--- src/rtl/sorted_set_table_defines.svh ---
// ----------------------------------------------------------------------------
// Sorted set table assertion macros
// Shared concurrent assertion forms for the sorted set table modules.
// ----------------------------------------------------------------------------
`ifndef SORTED_SET_TABLE_DEFINES_SVH
`define SORTED_SET_TABLE_DEFINES_SVH

// Implication checked on every clock edge outside reset.
`define SST_ASSERT_IMPL(label, ante, cons, msg) \
    label: assert property (@(posedge aclk) disable iff (!aresetn) (ante) |-> (cons)) \
        else $error(msg);

// Invariant checked on every clock edge outside reset.
`define SST_ASSERT_ALWAYS(label, expr, msg) \
    label: assert property (@(posedge aclk) disable iff (!aresetn) (expr)) \
        else $error(msg);

// Condition that must be followed by another in the next cycle.
`define SST_ASSERT_NEXT(label, ante, cons, msg) \
    label: assert property (@(posedge aclk) disable iff (!aresetn) (ante) |=> (cons)) \
        else $error(msg);

`endif

--- src/rtl/sst_pkg.sv ---
// ----------------------------------------------------------------------------
// Sorted set table package
// Transfer types, operation codes and control types shared by the modules.
// ----------------------------------------------------------------------------
package sst_pkg;

    localparam logic [1:0] KIND_QUERY  = 2'd0;
    localparam logic [1:0] KIND_INSERT = 2'd1;
    localparam logic [1:0] KIND_DELETE = 2'd2;

    localparam int COUNT_OUT_BITS = 7;

    typedef struct packed {
        logic [1:0]  kind;
        logic [15:0] key;
    } sst_in_t;

    typedef struct packed {
        logic                      success;
        logic                      refused_full;
        logic [COUNT_OUT_BITS-1:0] entry_count;
    } sst_out_t;

    // Per-cycle commands broadcast to every cell of the row.
    typedef struct packed {
        logic cmp_en;
        logic ins_en;
        logic del_en;
    } sst_ctrl_t;

    typedef enum logic [1:0] {
        ST_IDLE  = 2'b01,
        ST_APPLY = 2'b10
    } sst_state_t;

endpackage

--- src/rtl/sst_cell.sv ---
// ----------------------------------------------------------------------------
// Sorted set table cell
// Holds one key, compares it with the requested key and shifts with its
// neighbors on insert or delete.
// ----------------------------------------------------------------------------
module sst_cell import sst_pkg::*; #(
    parameter int KEY_BITS = 16,
    parameter int CNT_W    = 7,
    parameter int IDX      = 0
) (
    input  logic                aclk,
    input  sst_ctrl_t           ctrl,
    input  logic [CNT_W-1:0]    count,
    input  logic [KEY_BITS-1:0] cmp_key,
    input  logic [KEY_BITS-1:0] ins_key,
    input  logic [KEY_BITS-1:0] left_key,
    input  logic                left_lt,
    input  logic [KEY_BITS-1:0] right_key,
    output logic [KEY_BITS-1:0] key_o,
    output logic                lt_o,
    output logic                eq_o
);

    logic [KEY_BITS-1:0] key_reg;
    logic [KEY_BITS-1:0] key_next;
    logic                lt_reg;
    logic                eq_reg;
    logic                occupied;

    assign occupied = (count > CNT_W'(IDX));

    // Cells at or above the insert/delete position move; the cell right at
    // the position takes the new key on insert.
    always_comb begin
        key_next = key_reg;
        if (ctrl.ins_en && !lt_reg) begin
            key_next = left_lt ? ins_key : left_key;
        end else if (ctrl.del_en && !lt_reg) begin
            key_next = right_key;
        end
    end

    always_ff @(posedge aclk) begin
        key_reg <= key_next;
        if (ctrl.cmp_en) begin
            lt_reg <= occupied && (key_reg < cmp_key);
            eq_reg <= occupied && (key_reg == cmp_key);
        end
    end

    assign key_o = key_reg;
    assign lt_o  = lt_reg;
    assign eq_o  = eq_reg;

endmodule

--- src/rtl/sorted_set_table.sv ---
// A result is registered at the apply step, which follows its input
// transfer once the output is free (every cell compares at the transfer
// edge itself; the apply edge shifts the row and registers the result).
// A new item is taken only after the apply step of the last one, and a
// stalled result holds the apply step.
// Reset: synchronous, active low; the entry count clears to empty at once
// and the key cells are not cleared, so the block is ready right after reset.
// ----------------------------------------------------------------------------
// Sorted set table
// Ordered set of distinct keys with query, insert and delete operations,
// kept in a row of cells that compare in parallel and shift to neighbors.
// ----------------------------------------------------------------------------
`include "sorted_set_table_defines.svh"

module sorted_set_table import sst_pkg::*; #(
    parameter int CAPACITY = 64,
    parameter int KEY_BITS = 16
) (
    input  logic     aclk,
    input  logic     aresetn,
    input  logic     s_valid,
    output logic     s_ready,
    input  sst_in_t  s_data,
    output logic     m_valid,
    input  logic     m_ready,
    output sst_out_t m_data
);

    localparam int CNT_W = $clog2(CAPACITY + 1);

    // Control state.
    sst_state_t       state_reg;
    sst_state_t       state_next;
    logic [CNT_W-1:0] count_reg;
    logic [CNT_W-1:0] count_next;
    logic             m_valid_reg;

    // Operation held between its transfer and the apply step.
    logic [1:0]          op_kind_reg;
    logic [KEY_BITS-1:0] op_key_reg;
    sst_out_t            m_data_reg;

    // Key taken as its low KEY_BITS bits; zero-extended if KEY_BITS is wider.
    logic [31:0]         key_wide;
    logic [KEY_BITS-1:0] key_in;

    // Cell row.
    logic [KEY_BITS-1:0] cell_key [CAPACITY];
    logic [CAPACITY-1:0] cell_lt;
    logic [CAPACITY-1:0] cell_eq;
    sst_ctrl_t           ctrl;

    logic in_fire;
    logic out_free;
    logic apply_fire;
    logic found;
    logic is_full;
    logic ins_do;
    logic ins_refused;
    logic del_do;
    logic op_ok;
    logic [31:0] count_wide;

    assign key_wide = {16'd0, s_data.key};
    assign key_in   = key_wide[KEY_BITS-1:0];

    assign s_ready    = (state_reg == ST_IDLE);
    assign in_fire    = s_valid && s_ready;
    assign out_free   = !m_valid_reg || m_ready;
    assign apply_fire = (state_reg == ST_APPLY) && out_free;

    // The keys are sorted and distinct, so at most one cell can match; the
    // match sits where the less-than flags end.
    assign found   = |cell_eq;
    assign is_full = (count_reg == CNT_W'(CAPACITY));

    always_comb begin
        ins_do      = 1'b0;
        ins_refused = 1'b0;
        del_do      = 1'b0;
        op_ok       = 1'b0;
        unique case (op_kind_reg)
            KIND_QUERY: begin
                op_ok = found;
            end
            KIND_INSERT: begin
                ins_do      = !found && !is_full;
                ins_refused = !found && is_full;
                op_ok       = ins_do;
            end
            KIND_DELETE: begin
                del_do = found;
                op_ok  = found;
            end
            default: begin
                op_ok = 1'b0;
            end
        endcase
    end

    // Cells compare at the input transfer and shift at the apply step.
    assign ctrl.cmp_en = in_fire;
    assign ctrl.ins_en = apply_fire && ins_do;
    assign ctrl.del_en = apply_fire && del_do;

    for (genvar i = 0; i < CAPACITY; i++) begin : g_cell
        logic [KEY_BITS-1:0] left_key;
        logic                left_lt;
        logic [KEY_BITS-1:0] right_key;

        if (i == 0) begin : g_first
            // Nothing sits left of the first cell, so it counts as below.
            assign left_key = op_key_reg;
            assign left_lt  = 1'b1;
        end else begin : g_inner
            assign left_key = cell_key[i-1];
            assign left_lt  = cell_lt[i-1];
        end

        if (i == CAPACITY - 1) begin : g_last
            assign right_key = cell_key[i];
        end else begin : g_body
            assign right_key = cell_key[i+1];
        end

        sst_cell #(
            .KEY_BITS (KEY_BITS),
            .CNT_W    (CNT_W),
            .IDX      (i)
        ) u_cell (
            .aclk      (aclk),
            .ctrl      (ctrl),
            .count     (count_reg),
            .cmp_key   (key_in),
            .ins_key   (op_key_reg),
            .left_key  (left_key),
            .left_lt   (left_lt),
            .right_key (right_key),
            .key_o     (cell_key[i]),
            .lt_o      (cell_lt[i]),
            .eq_o      (cell_eq[i])
        );
    end

    always_comb begin
        count_next = count_reg;
        if (ctrl.ins_en) begin
            count_next = count_reg + 1'b1;
        end else if (ctrl.del_en) begin
            count_next = count_reg - 1'b1;
        end
    end

    // The reported count is the count after the operation, masked to the output width.
    assign count_wide = 32'(count_next);

    always_comb begin
        state_next = state_reg;
        unique case (state_reg)
            ST_IDLE: begin
                if (in_fire) begin
                    state_next = ST_APPLY;
                end
            end
            ST_APPLY: begin
                if (apply_fire) begin
                    state_next = ST_IDLE;
                end
            end
            default: begin
                state_next = ST_IDLE;
            end
        endcase
    end

    always_ff @(posedge aclk) begin
        if (!aresetn) begin
            state_reg   <= ST_IDLE;
            count_reg   <= '0;
            m_valid_reg <= 1'b0;
        end else begin
            state_reg <= state_next;
            count_reg <= count_next;
            if (apply_fire) begin
                m_valid_reg <= 1'b1;
            end else if (m_ready) begin
                m_valid_reg <= 1'b0;
            end
        end
    end

    always_ff @(posedge aclk) begin
        if (in_fire) begin
            op_kind_reg <= s_data.kind;
            op_key_reg  <= key_in;
        end
        if (apply_fire) begin
            m_data_reg.success      <= op_ok;
            m_data_reg.refused_full <= ins_refused;
            m_data_reg.entry_count  <= count_wide[COUNT_OUT_BITS-1:0];
        end
    end

    assign m_valid = m_valid_reg;
    assign m_data  = m_data_reg;

    `SST_ASSERT_ALWAYS(a_count_bound, count_reg <= CNT_W'(CAPACITY), "entry count above capacity")
    `SST_ASSERT_NEXT(a_apply_done, apply_fire, state_reg == ST_IDLE && m_valid_reg, "apply step did not complete")
    `SST_ASSERT_IMPL(a_count_change, !$stable(count_reg), $past(apply_fire), "count changed outside apply step")
    `SST_ASSERT_IMPL(a_full_flag, m_valid_reg && m_data_reg.refused_full, is_full, "refused insert while not full")
    `SST_ASSERT_IMPL(a_shift_excl, apply_fire, !(ctrl.ins_en && ctrl.del_en), "insert and delete shift together")

endmodule
--- config.mk ---
export PLATFORM = sky130hd
export DESIGN_NAME = sorted_set_table
export DESIGN_NICKNAME = d
export VERILOG_FILES = /design/src/rtl/sst_pkg.sv /design/src/rtl/sst_cell.sv /design/src/rtl/sorted_set_table.sv
export VERILOG_INCLUDE_DIRS = /design/src /design/src/rtl
export SDC_FILE = /design/constraint.sdc
export NUM_CORES = 2
export LEC_CHECK = 0
export BUFFER_PORTS_ARGS = -buffer_cell sky130_fd_sc_hd__buf_2
export CAP_MARGIN = 10
export CORE_MARGIN = 5
export CORE_UTILIZATION = 40
export DETAILED_ROUTE_END_ITERATION = 7
export PLACE_DENSITY = 0.56
export REMOVE_ABC_BUFFERS = 1
export SLEW_MARGIN = 20
export SYNTH_ARGS = -nofsm -noshare
export SYNTH_HDL_FRONTEND = slang
export SYNTH_SLANG_ARGS = --single-unit
--- constraint.sdc ---
create_clock -name aclk -period 4.9 [get_ports aclk]
set_input_delay 0 -clock aclk [delete_from_list [all_inputs] [get_ports aclk]]
set_output_delay 0 -clock aclk [all_outputs]
set_load 0.05 [all_outputs]
==> run summary <==
Max Slew Vio Count: 0
Worst-path fanout max: 44
Peak VDD IR: 339.6 uV
Clk Latency, worst-skew pair: 0.79 ns
Crit end category: register
CP arrival: 4.36 ns
CP Launch Type: register
Outcome: completed
Critical-path cell list: nor4_1, nand4_1, or4_4, mux2_4, buf_12, nor2_1, buf_4
Number of global-route vias before repair: 61410
Slowest cell on the critical path: nor4_1
Die Width: 461.6 um
Post-Layout Cell Count: 10400
Mapped Cells: 7622
Worst Hold Class: input port to register
Tmin final: 3.854 ns
Total core area: 202500 sq um
Synth Register Bits: 1189
Global route overflow: 0
Post-Syn Area: 81570 sq um
CTS Buffer Depth: 3
Worst R2R End: g_cell[23].u_cell.key_o[7]
Final Hold Vio Count: 0
Vias per Instance: 6.027
Pwr per Cell Area: 266.4 nW/um^2
Final setup TNS: 0 ns
Worst Hold Depth: 2
Max_cap viols: 0
WL per Instance: 26.59 um
# setup viols final: 0
Most frequent cells in the layout: 1242 x a21oi_1, 1191 x nor2_1, 1179 x edfxtp_1
DRT antenna net count: 0
Slew margin rel.: 18.25%
Final hold slack: 0.05875 ns
Crit-path max cell delay: 0.90 ns
Area growth syn-to-layout: 10.07%
Async SR Flop Fraction: 0%
Number of buffer and inverter stages on the critical path: 2
Initial DRC Count: 6511
Clk sinks: 1189
Sequential element share of the synthesized area: 43.65%
Final wirelength: 276600 um
Reg-to-Reg Start: g_cell[55].u_cell.eq_o
Setup WS pre-CTS: 1.081 ns
Drt first pass iters: 6
Die Footprint: 213100 sq um
Inserted Clock Buffers: 142
Hold_sp: s_data[2]
Hpwl dp: 196600 um
# rows: 165
Htree depth: 4
Max reg flops: 1024
Fillers: 18990
Final Core Density: 44.33%
GP Congestion: 0.8928
Antenna violations before repair: 4
I/O Buffers: 32
DR vias: 62690
CTS root buf: clkbuf_16
Starting Density: 40.28%
Yosys top cell by area: edfxtp_1
Share of layout cells above drive strength 1: 7.857%
Top cell type's share of synthesized area: 43.40%
Final WS setup: 1.046 ns
Placed cell count: 10120
Syn. warnings: 0
Worst path depth: 7
Hold endpoint: g_cell[0].left_key[2]
Clock Skews: 0.03458 ns
Syn avg cell area: 10.70 sq um
Distinct cells, synth: 59
First-pass GRT wire length: 405000 um
Fin crit share: 78.66%
Clock transition at path regs: 0.06 ns
Post-CTS Hold Fix Bufs: 34
# resized after CTS: 0
Worst-Margin Slew: 1.223 ns
Critical path class: register to register
Leading post-synthesis cells by cell area: edfxtp_1 43%, ha_1 16%, mux2i_1 12%
Delay-heaviest family, CP: simple AND/OR/NAND/NOR gates
Critical path required time: 5.40 ns
R2R cell count: 7
Post-CTS setup repair buffer count: 0
Io pins: 33
# DRC: 0
Largest net degree at the start of global routing: 65
Max Clock Freq: 0.2595 GHz
Pleak: 36.01 nW
DIE HEIGHT: 461.6 um
Ys flop type: edfxtp_1
RSZ-0062 raised after global routing: no
Most common cell after layout, fill and taps aside: a21oi_1
Total Nets Final: 8681
GRT Total Usage: 25.26%
CTS tree: built
Post-synth EDFFs: 1179
R2R setup slack: 1.05 ns
synth_stat cells, types with 5 or more instances:
library cell	n
o21a_1	59
nor2b_1	92
or3_1	7
nor2_1	1191
nor3b_1	11
mux2_2	21
mux2_4	11
o211ai_1	47
nor3_1	70
a211oi_1	27
nand2_1	103
a21o_1	213
buf_6	11
o21ai_0	166
clkbuf_1	260
and3_1	6
nor4_1	60
a211o_1	9
buf_2	77
o31ai_1	16
inv_1	95
a21oi_1	1242
buf_1	6
nor3_4	60
o21ai_1	15
a2111oi_0	33
mux2i_1	996
nand3_1	61
and2_1	10
o2111ai_1	5
nand2b_1	30
edfxtp_1	1179
buf_4	118
nand4_1	216
ha_1	1029
dfxtp_1	10
or2_2	5
a41oi_1	10
o21bai_1	17
worst max-delay path by stage:
stage | from | to | slack, ns
finish | g_cell[55].u_cell.eq_o | g_cell[23].u_cell.key_o[7] | 1.05
global route | g_cell[55].u_cell.eq_o | g_cell[23].u_cell.key_o[7] | 0.99
CTS | g_cell[55].u_cell.eq_o | g_cell[23].u_cell.key_o[7] | 1.05
detailed placement | g_cell[55].u_cell.eq_o | g_cell[23].u_cell.key_o[5] | 1.08
global placement | g_cell[54].u_cell.eq_o | g_cell[23].u_cell.key_o[12] | 1.08
floorplan | count_reg[6] | g_cell[0].u_cell.key_o[0] | -1.64
layer usage:
layer	global-route usage [%]	up-vias	routed length, um
li1	-	28900	-
met1	36.10	30700	124600
met2	39.02	2545	120600
met3	3.788	540	20110
met4	9.085	2	11260
met5	0	-	13
through the flow:
stage,area [sq um],total power (W)
global placement,85070,0.01384
CTS,89710,0.02404
detailed placement,85080,0.01391
floorplan,79160,0.01293
global route,89770,0.02466
finish,89780,0.02392
power breakdown:
group          total, W  switching (W)  internal [W]
clock            0.0101        0.00437       0.00578
combinational   0.00233        0.00144      0.000886
sequential       0.0114       0.000295        0.0112
worst reg2reg max path: cells and delay by family, from the launching register on:
family                 cells  cell delay [ns]
buffers and inverters      2             0.49
flip-flops                 1             0.39
multiplexers               1             0.37
AND/OR/NAND/NOR            4             2.32
layout make-up:
class                   count  area (sq um)  area share, %
inverters                  95         394.1         0.4390
repair buffers            337          2913          3.244
clock buffers             184          3859          4.298
multi-input cells        5865         43240          48.16
well taps                2672          3343          3.724
diodes                      3         7.507       0.008362
flip-flops and latches   1189         35610          39.66
clock inverters            56         424.2         0.4724
cell families after synthesis:
| logic type | Yosys count | share of synthesized area (%) |
|---|---|---|
| buf+inv | 568 | 3.396 |
| mux | 1028 | 12.71 |
| simple gates | 1932 | 11.44 |
| fa+ha+maj | 1029 | 15.78 |
| compound gates | 1870 | 12.94 |
| xor+xnor | 6 | 0.07364 |
| flops | 1189 | 43.65 |
Power figures use the tool's default switching activity.
